**src/rtl/esdl_pkg.sv**
```systemverilog
// ---------------------------------------------------------------------------
// esdl_pkg: shared types, constants and microcode for the dither limiter
// Fixed-point constants, control word layout and the sequencer program.
// ---------------------------------------------------------------------------
package esdl_pkg;

    localparam int STEP_W = 3;

    localparam logic [24:0] ENV_ONE   = 25'd16777216;
    localparam logic [21:0] ATK_NEW   = 22'd1677722;
    localparam logic [21:0] REL_NEW   = 22'd16777;
    localparam logic [21:0] LCG_MUL   = 22'd214013;
    localparam logic [31:0] LCG_ADD   = 32'd2531011;
    localparam logic signed [17:0] LIMIT_Q15 = 18'sd32112;

    // register indexes on the configuration port
    localparam logic [1:0] REG_DITHER     = 2'd0;
    localparam logic [1:0] REG_SCRAMBLE   = 2'd1;
    localparam logic [1:0] REG_ENV_ENABLE = 2'd2;

    typedef enum logic [2:0] {
        MUL_NONE,
        MUL_ENV,
        MUL_LCG,
        MUL_AMP,
        MUL_NOISE
    } mul_sel_t;

    typedef enum logic [2:0] {
        WB_NONE,
        WB_ENV,
        WB_SEED,
        WB_AMP,
        WB_OUT
    } wb_sel_t;

    // conditional jump back to target; the step's actions are skipped when taken
    typedef enum logic [1:0] {
        HOLD_NONE,
        HOLD_NO_REQ,
        HOLD_OUT_BUSY
    } hold_t;

    typedef struct packed {
        logic               take_in;
        mul_sel_t           mul_sel;
        wb_sel_t            wb_sel;
        hold_t              hold;
        logic [STEP_W-1:0]  target;
        logic               last;
    } ucode_t;

    localparam logic [STEP_W-1:0] STEP_IDLE = 3'd0;
    localparam logic [STEP_W-1:0] STEP_OUT  = 3'd6;

    function automatic ucode_t ucode(input logic [STEP_W-1:0] step);
        ucode_t cw;
        cw = '{take_in: 1'b0, mul_sel: MUL_NONE, wb_sel: WB_NONE,
               hold: HOLD_NONE, target: STEP_IDLE, last: 1'b0};
        case (step)
            3'd0: begin
                cw.take_in = 1'b1;
                cw.hold    = HOLD_NO_REQ;
                cw.target  = STEP_IDLE;
            end
            3'd1: cw.mul_sel = MUL_ENV;
            3'd2: begin
                cw.wb_sel  = WB_ENV;
                cw.mul_sel = MUL_LCG;
            end
            3'd3: begin
                cw.wb_sel  = WB_SEED;
                cw.mul_sel = MUL_AMP;
            end
            3'd4: cw.wb_sel = WB_AMP;
            3'd5: cw.mul_sel = MUL_NOISE;
            3'd6: begin
                cw.wb_sel = WB_OUT;
                cw.hold   = HOLD_OUT_BUSY;
                cw.target = STEP_OUT;
                cw.last   = 1'b1;
            end
            default: begin
                cw.last = 1'b1;
            end
        endcase
        return cw;
    endfunction

endpackage

```
**src/rtl/envelope_shaped_dither_limiter.sv**
```systemverilog
// ---------------------------------------------------------------------------
// envelope_shaped_dither_limiter
// Envelope follower, LCG noise dither scaled by envelope, and +/-0.98 limiter.
// ---------------------------------------------------------------------------
// A sample is taken only when the previous one has finished the program, and
// its result is registered at the last step: a microcoded sequencer runs
// seven steps, and all four products (envelope update, LCG, scramble
// amplitude, noise) go one after another through a single shared 32x22
// multiplier with a registered product; the envelope feeds the amplitude, and
// the LCG and amplitude feed the noise. The next request is taken as soon as
// the sequencer is back at its first step, even while the previous result waits
// in the output register; the last step waits only while that register is occupied.
// Configuration writes are taken at any time but are meant for idle periods.
module envelope_shaped_dither_limiter
    import esdl_pkg::*;
(
    input  logic                aclk,
    input  logic                aresetn,

    input  logic                cfg_wr_en,
    input  logic [1:0]          cfg_index,
    input  logic [16:0]         cfg_data,

    input  logic                s_valid,
    output logic                s_ready,
    input  logic signed [15:0]  s_sample_in,

    output logic                m_valid,
    input  logic                m_ready,
    output logic signed [15:0]  m_sample_out,
    output logic [24:0]         m_envelope_level
);

    // configuration
    logic [16:0] dither_reg;
    logic [16:0] scramble_reg;
    logic        env_en_reg;

    // state and sequencer
    logic [STEP_W-1:0] step_reg, step_next;
    logic [24:0]       env_reg;
    logic [31:0]       seed_reg;
    logic              m_valid_reg;

    // datapath payload
    logic signed [15:0] sample_reg;
    logic [17:0]        amp_reg;
    logic signed [53:0] prod_reg;
    logic signed [15:0] m_sample_reg;
    logic [24:0]        m_env_reg;

    ucode_t cw;
    logic   hold_taken;
    logic   run;

    assign cw = ucode(step_reg);

    always_comb begin
        case (cw.hold)
            HOLD_NO_REQ:   hold_taken = !s_valid;
            HOLD_OUT_BUSY: hold_taken = m_valid_reg && !m_ready;
            default:       hold_taken = 1'b0;
        endcase
    end

    assign run = !hold_taken;

    always_comb begin
        if (hold_taken) begin
            step_next = cw.target;
        end else if (cw.last) begin
            step_next = STEP_IDLE;
        end else begin
            step_next = step_reg + 1'b1;
        end
    end

    assign s_ready = cw.take_in;

    // ---------------- datapath ----------------
    logic signed [16:0] s_ext;
    logic signed [16:0] abs_s;
    logic [24:0]        mag;
    logic               attack;
    logic signed [25:0] env_diff;
    logic [24:0]        m_val;
    logic signed [15:0] d_val;

    assign s_ext    = {sample_reg[15], sample_reg};
    assign abs_s    = s_ext[16] ? -s_ext : s_ext;
    assign mag      = {abs_s[15:0], 9'd0};
    assign attack   = mag > env_reg;
    assign env_diff = $signed({1'b0, mag}) - $signed({1'b0, env_reg});
    assign m_val    = env_en_reg ? (ENV_ONE - env_reg) : ENV_ONE;
    assign d_val    = $signed({1'b0, seed_reg[30:16]}) - 16'sd16384;

    logic signed [31:0] mul_a;
    logic signed [21:0] mul_b;
    logic signed [53:0] prod_next;

    always_comb begin
        case (cw.mul_sel)
            MUL_ENV: begin
                mul_a = 32'(env_diff);
                mul_b = $signed(attack ? ATK_NEW : REL_NEW);
            end
            MUL_LCG: begin
                // only the low 32 bits are kept, so signedness does not matter
                mul_a = $signed(seed_reg);
                mul_b = $signed(LCG_MUL);
            end
            MUL_AMP: begin
                mul_a = $signed({7'd0, m_val});
                mul_b = $signed({5'd0, scramble_reg});
            end
            MUL_NOISE: begin
                mul_a = 32'(d_val);
                mul_b = $signed({4'd0, amp_reg});
            end
            default: begin
                mul_a = '0;
                mul_b = '0;
            end
        endcase
    end

    assign prod_next = 54'(mul_a) * 54'(mul_b);

    // envelope: env + round((mag - env) * C1 / 2^24), clamped to 1.0
    logic signed [53:0] env_rnd;
    logic signed [29:0] env_sum;
    logic [24:0]        env_new;

    assign env_rnd = prod_reg + 54'sd8388608;
    assign env_sum = $signed({5'd0, env_reg}) + env_rnd[53:24];
    assign env_new = (env_sum > $signed({5'd0, ENV_ONE})) ? ENV_ONE : env_sum[24:0];

    // amplitude: dither + round(scramble * m / 2^25)
    logic signed [53:0] amp_rnd;
    logic [17:0]        amp_new;

    assign amp_rnd = prod_reg + 54'sd16777216;
    assign amp_new = {1'b0, dither_reg} + {1'b0, amp_rnd[41:25]};

    // noise: floor((d * amp + 2^15) / 2^16), then limit
    logic signed [53:0] noise_rnd;
    logic signed [17:0] sum;
    logic signed [15:0] limited;

    assign noise_rnd = prod_reg + 54'sd32768;
    assign sum       = 18'(sample_reg) + 18'($signed(noise_rnd[32:16]));

    always_comb begin
        if (sum > LIMIT_Q15) begin
            limited = LIMIT_Q15[15:0];
        end else if (sum < -LIMIT_Q15) begin
            limited = 16'(-LIMIT_Q15);
        end else begin
            limited = sum[15:0];
        end
    end

    // ---------------- registers ----------------
    always_ff @(posedge aclk) begin
        if (!aresetn) begin
            step_reg     <= STEP_IDLE;
            env_reg      <= '0;
            seed_reg     <= 32'd1;
            m_valid_reg  <= 1'b0;
            dither_reg   <= '0;
            scramble_reg <= '0;
            env_en_reg   <= 1'b0;
        end else begin
            step_reg <= step_next;
            if (cfg_wr_en) begin
                case (cfg_index)
                    REG_DITHER:     dither_reg   <= cfg_data;
                    REG_SCRAMBLE:   scramble_reg <= cfg_data;
                    REG_ENV_ENABLE: env_en_reg   <= cfg_data[0];
                    default: ;
                endcase
            end
            if (run && cw.wb_sel == WB_ENV) begin
                env_reg <= env_new;
            end
            if (run && cw.wb_sel == WB_SEED) begin
                seed_reg <= prod_reg[31:0] + LCG_ADD;
            end
            if (run && cw.wb_sel == WB_OUT) begin
                m_valid_reg <= 1'b1;
            end else if (m_ready) begin
                m_valid_reg <= 1'b0;
            end
        end
    end

    always_ff @(posedge aclk) begin
        if (s_valid && s_ready) begin
            sample_reg <= s_sample_in;
        end
        if (cw.mul_sel != MUL_NONE) begin
            prod_reg <= prod_next;
        end
        if (run && cw.wb_sel == WB_AMP) begin
            amp_reg <= amp_new;
        end
        if (run && cw.wb_sel == WB_OUT) begin
            m_sample_reg <= limited;
            m_env_reg    <= env_reg;
        end
    end

    assign m_valid          = m_valid_reg;
    assign m_sample_out     = m_sample_reg;
    assign m_envelope_level = m_env_reg;

    // ---------------- assertions ----------------
    a_env_bound: assert property (@(posedge aclk) disable iff (!aresetn)
        env_reg <= ENV_ONE)
        else $error("envelope above 1.0");

    a_out_limit: assert property (@(posedge aclk) disable iff (!aresetn)
        m_valid |-> (m_sample_out <= $signed(LIMIT_Q15[15:0])
                     && m_sample_out >= 16'(-LIMIT_Q15)))
        else $error("result outside limiter range");

    a_accept_starts: assert property (@(posedge aclk) disable iff (!aresetn)
        (s_valid && s_ready) |=> (step_reg == 3'd1 && !s_ready))
        else $error("request did not start the program");

    a_step_range: assert property (@(posedge aclk) disable iff (!aresetn)
        step_reg <= STEP_OUT)
        else $error("sequencer left its program");

    a_out_no_overwrite: assert property (@(posedge aclk) disable iff (!aresetn)
        (m_valid && !m_ready) |=> $stable(m_sample_out) && $stable(m_envelope_level))
        else $error("pending result overwritten");

endmodule
```
**config.mk**
```make
export PLATFORM = sky130hd
export DESIGN_NAME = envelope_shaped_dither_limiter
export DESIGN_NICKNAME = d
export VERILOG_FILES = /design/src/rtl/esdl_pkg.sv /design/src/rtl/envelope_shaped_dither_limiter.sv
export SDC_FILE = /design/constraint.sdc
export NUM_CORES = 2
export LEC_CHECK = 0
export BUFFER_PORTS_ARGS = -buffer_cell sky130_fd_sc_hd__buf_4
export CAP_MARGIN = 15
export CORE_MARGIN = 5
export CORE_UTILIZATION = 53
export DETAILED_ROUTE_END_ITERATION = 7
export HOLD_SLACK_MARGIN = 0.05
export PLACE_DENSITY_LB_ADDON = 0.15
export SETUP_SLACK_MARGIN = 0.5
export SLEW_MARGIN = 30
export SYNTH_ARGS = -nofsm -noshare
export SYNTH_HDL_FRONTEND = slang
export SYNTH_SLANG_ARGS = --single-unit
export TNS_END_PERCENT = 5
```
**constraint.sdc**
```tcl
create_clock -name aclk -period 9.77 [get_ports aclk]
set_clock_uncertainty 0.15 [all_clocks]
set_input_delay 0.977 -clock aclk [delete_from_list [all_inputs] [get_ports aclk]]
set_output_delay 0.977 -clock aclk [all_outputs]
set_load 0.05 [all_outputs]
```
==> impl_summary.txt <==
----------------------------------------------------
[Outcome]
  Outcome ... complete, but fails checks
  Violations in the final reports ... negative setup slack

[Routing]
  Routed Wire Length ... 120,000 µm
  Total DRC errors in the routed layout ... 0
  Number of vias per cell ... 5.65
  Post-DR wirelength/cell ... 21.7 µm
  Total via count after detailed routing ... 31,300
  Detailed Routing Iterations Pass 1 ... 7
  Number of nets with antenna violations after routing ... 0
  DRT iter0 DRCs ... 2,680

[Setup path]
  Cell at the slowest stage of the critical path ... sky130_fd_sc_hd__fa_2
  Worst setup startpoint ... sample_reg[6]
  Required time of the worst setup path ... 9.91 ns
  Largest delay share family, worst path ... adder cells
  CP Max Fanout ... 6
  Worst EP arrival ... 10.45 ns
  Critical R2R Launch ... sample_reg[6]
  WP buf/inv ... 10
  Startpoint type of the worst setup path ... flop
  Type of element capturing the critical path ... flop
  Crit Path Category ... flop to flop
  CP max stage delay ... 0.60 ns
  Critical path's most frequent cell ... sky130_fd_sc_hd__fa_1

[Finish]
  Antenna cell count ... 0
  Share of final-layout standard cells stronger than drive strength 1 ... 17.4%
  Area grow syn2layout ... 18.0%
  Number of nets in the finished design ... 5,514
  Post-Layout Inst Area ... 0.0437 mm²
  Max FFs per register ... 54

[Timing]
  Setup repair after global routing missed its margin ... true
  Period minus WS final ... 10.31 ns
  Setup slack of the critical path after layout ... -0.540 ns
  Transition at the pin with the smallest max-transition slack ... 0.987 ns
  Number of max-slew violations in the final report ... 0
  Final worst-path cycle share ... 106%
  Count of endpoints failing setup in the final report ... 24
  Worst slew slack as a fraction of its limit ... 34.2%
  Worst Hold Margin ... 0.311 ns
  Number of hold-slack violations in the final timing report ... 0
  Maximum achievable frequency ... 97.0 MHz

[CTS]
  Clock latency reported for the late side of the worst-skew pair ... 0.54 ns
  Buffer levels on the longest clock path ... 3
  Count of hold buffers inserted by post-cts repair ... 0
  Clock-pin slew on the worst setup and hold paths ... 0.07 ns
  H-Tree Level Count ... 1
  Clock Sink Count ... 225
  Total CTS buffers ... 24
  Clock root cell ... sky130_fd_sc_hd__clkbuf_16
  TritonCTS clock tree ... yes

[Yosys]
  Number of cells produced by synthesis ... 4,119
  Number of flops mapped to enable cells by yosys ... 129
  FFs w/ async S/R, synth ... 0%
  Post-Synthesis Mean Instance Area ... 8.99 µm²
  Synth Flop Type ... sky130_fd_sc_hd__edfxtp_1
  Cell type with the largest total area after synthesis ... sky130_fd_sc_hd__fa_1
  Register area share after synthesis ... 15.6%
  Count of yosys warnings during synthesis ... 0
  Number of synthesized register bits ... 225
  Synth unique cells ... 105
  Syn Std Cell Area ... 0.0370 mm²
  Proportion of netlist area held by the largest area contributor ... 34.3%
  Most area-consuming cells after synthesis ... sky130_fd_sc_hd__fa_1 34%, sky130_fd_sc_hd__edfxtp_1 10%, sky130_fd_sc_hd__ha_1 8.6%

[Placed design]
  Placed inst area ... 0.0424 mm²
  Input/output buffers ... 82
  Detail Placement HPWL ... 102,000 µm
  Final weighted congestion in routability-driven placement ... 0.958

[Global route]
  Total Routing Usage GR ... 32.3%
  Vias in the first global route ... 32,200
  Pin count of the biggest net entering global routing ... 66
  Antenna violations before repair ... 1
  Global-route wire length before repair ... 187,000 µm
  Congestion Overflow GR ... 0

[Job]
  Count of maximum capacitance violations ... 0

[Hold path]
  Hold/Removal Path Class ... flop to flop
  Startpoint of the most critical hold path ... scramble_reg[1]

[Floorplan]
  Chip Width ... 274 µm
  # IOs ... 83
  Height of the die ... 274 µm
  Total core area ... 0.0697 mm²
  Floorplan row count ... 97
  Starting density of the core ... 53.2%
  Die ar. ... 0.0753 mm²

[Pwr]
  Power Density ... 106 mW/mm²
  LEAKAGE ... 20.3 nW
  Peak VDD IR ... 0.121 mV

----------------------------------------------------
==> synthesized netlist by cell type, types with 8 or more instances <==
library cell,instances
sky130_fd_sc_hd__inv_1,722
sky130_fd_sc_hd__fa_1,635
sky130_fd_sc_hd__nand2_1,523
sky130_fd_sc_hd__nor2_1,380
sky130_fd_sc_hd__ha_1,256
sky130_fd_sc_hd__a21oi_1,186
sky130_fd_sc_hd__xnor2_1,159
sky130_fd_sc_hd__edfxtp_1,129
sky130_fd_sc_hd__clkbuf_1,123
sky130_fd_sc_hd__dfxtp_1,96
sky130_fd_sc_hd__o21ai_0,90
sky130_fd_sc_hd__nand3_1,76
sky130_fd_sc_hd__xor2_1,74
sky130_fd_sc_hd__nor3_1,55
sky130_fd_sc_hd__a21o_1,54
sky130_fd_sc_hd__and2_1,34
sky130_fd_sc_hd__nand2b_1,31
sky130_fd_sc_hd__a211oi_1,25
sky130_fd_sc_hd__a31oi_1,25
sky130_fd_sc_hd__o21a_1,25
sky130_fd_sc_hd__a22o_1,24
sky130_fd_sc_hd__nor2b_1,23
sky130_fd_sc_hd__buf_2,22
sky130_fd_sc_hd__and3_1,21
sky130_fd_sc_hd__nand4_1,21
sky130_fd_sc_hd__o21bai_1,20
sky130_fd_sc_hd__o211ai_1,17
sky130_fd_sc_hd__or3_1,17
sky130_fd_sc_hd__a221o_1,15
sky130_fd_sc_hd__or2_2,15
sky130_fd_sc_hd__nor4_1,14
sky130_fd_sc_hd__a22oi_1,11
sky130_fd_sc_hd__a221oi_1,10
sky130_fd_sc_hd__nand3b_1,9
sky130_fd_sc_hd__a222oi_1,8
sky130_fd_sc_hd__o221a_2,8
==> power by group <==
part / total, mW / switching (mW) / internal (mW) / leakage [nW]
logic: 2.52 / 1.48 / 1.04 / 17.9
clock network: 0.915 / 0.417 / 0.498 / 0.376
registers: 1.22 / 0.105 / 1.12 / 2.00
total: 4.66 / 2.00 / 2.66 / 20.3
==> cell usage in the layout (no fill, tap or decap), types with 11 or more instances in the layout <==
cell type,n
sky130_fd_sc_hd__xor2_1,73
sky130_fd_sc_hd__edfxtp_1,129
sky130_fd_sc_hd__o21ai_0,76
sky130_fd_sc_hd__conb_1,14
sky130_fd_sc_hd__inv_1,712
sky130_fd_sc_hd__a211oi_1,23
sky130_fd_sc_hd__nand4_1,21
sky130_fd_sc_hd__fa_1,623
sky130_fd_sc_hd__nor4_1,11
sky130_fd_sc_hd__nand2b_1,29
sky130_fd_sc_hd__buf_12,23
sky130_fd_sc_hd__fa_2,12
sky130_fd_sc_hd__nor2_1,369
sky130_fd_sc_hd__ha_4,13
sky130_fd_sc_hd__xnor2_1,155
sky130_fd_sc_hd__o21ai_1,14
sky130_fd_sc_hd__nor3_1,51
sky130_fd_sc_hd__o211ai_1,17
sky130_fd_sc_hd__a21o_1,53
sky130_fd_sc_hd__o21bai_1,19
sky130_fd_sc_hd__a221o_1,15
sky130_fd_sc_hd__a21oi_1,175
sky130_fd_sc_hd__or2_2,15
sky130_fd_sc_hd__a22o_1,24
sky130_fd_sc_hd__and3_1,19
sky130_fd_sc_hd__ha_1,239
sky130_fd_sc_hd__or3_1,15
sky130_fd_sc_hd__nand2_1,520
sky130_fd_sc_hd__a31oi_1,21
sky130_fd_sc_hd__clkbuf_16,26
sky130_fd_sc_hd__nand3_1,75
sky130_fd_sc_hd__and2_1,34
sky130_fd_sc_hd__dfxtp_1,96
sky130_fd_sc_hd__inv_2,14
sky130_fd_sc_hd__buf_4,554
sky130_fd_sc_hd__o21a_1,23
sky130_fd_sc_hd__nor2b_1,23
==> tightest hold or removal path, cell delays in order (launching register included) <==
cell and delay [ns]:
sky130_fd_sc_hd__dfxtp_1 0.31, sky130_fd_sc_hd__nand2_1 0.05, sky130_fd_sc_hd__a21oi_1 0.05
==> metal layers <==
layer  global-route usage [%]  routed length (µm)  vias up  share of wire (%)
met5                        0                  13        -              0.011
met4                     11.8                6030        2                5.0
met3                     4.35                8820      278                7.3
met2                     53.9               57500     1220                 48
met1                     43.5               48100    15700                 40
li1                         -                   -    14100                  -
==> path summary, 6_finish.rpt <==
kind	to	slack, ns	cells past startpoint
setup / recovery	prod_reg[51]	-0.54	39
hold / removal	scramble_reg[1]	0.31	2
setup reg to reg	prod_reg[51]	-0.54	39
hold reg to reg	scramble_reg[1]	0.31	2
==> per-stage QoR <==
stage / TNS (ns) / utilization (%) / worst slack [ns] / std cells / total power, mW
3_3_place_gp: -7.58 / 60.7 / -0.529 / 5469 / 3.63
6_report: -8.41 / 62.8 / -0.540 / 5541 / 4.66
3_5_place_dp: -11.43 / 60.8 / -0.662 / 5470 / 3.65
5_1_grt: -15.99 / 62.8 / -0.879 / 5541 / 4.94
4_1_cts: -6.70 / 62.2 / -0.443 / 5526 / 4.59
2_1_floorplan: 0 / - / 0.0230 / 4131 / 2.71
==> cell families after synthesis <==
logic type	after synthesis	synth area share, %
other	2	0.0203
AO/OA/AOI/OAI	618	11.4
XOR/XNOR	233	5.51
adder cells (fa/ha/maj)	891	43.0
flip-flops	225	15.6
multiplexers	6	0.169
buffers and inverters	887	9.31
AND/OR/NAND/NOR	1257	15.0
==> cell type report <==
type,instances,area (µm²)
multi-input cells,3019,28500
fillers,6082,25900
flip-flops and latches,225,5800
repair buffers,585,4720
inverters,728,2740
well taps,940,1180
clock buffers,32,683
clock inverters,12,83.8
==> repair_timing <==
action | 4_1_cts | 5_1_grt
cloned | 1 | 0
gates resized for setup | 21 | 64
setup endpoints to repair | 35 | 42
endpoints found under the hold margin | 0 | 0
setup buffers | 11 | 14
pin swaps | 10 | 35
Note: power is estimated with default switching activity, not from simulation.
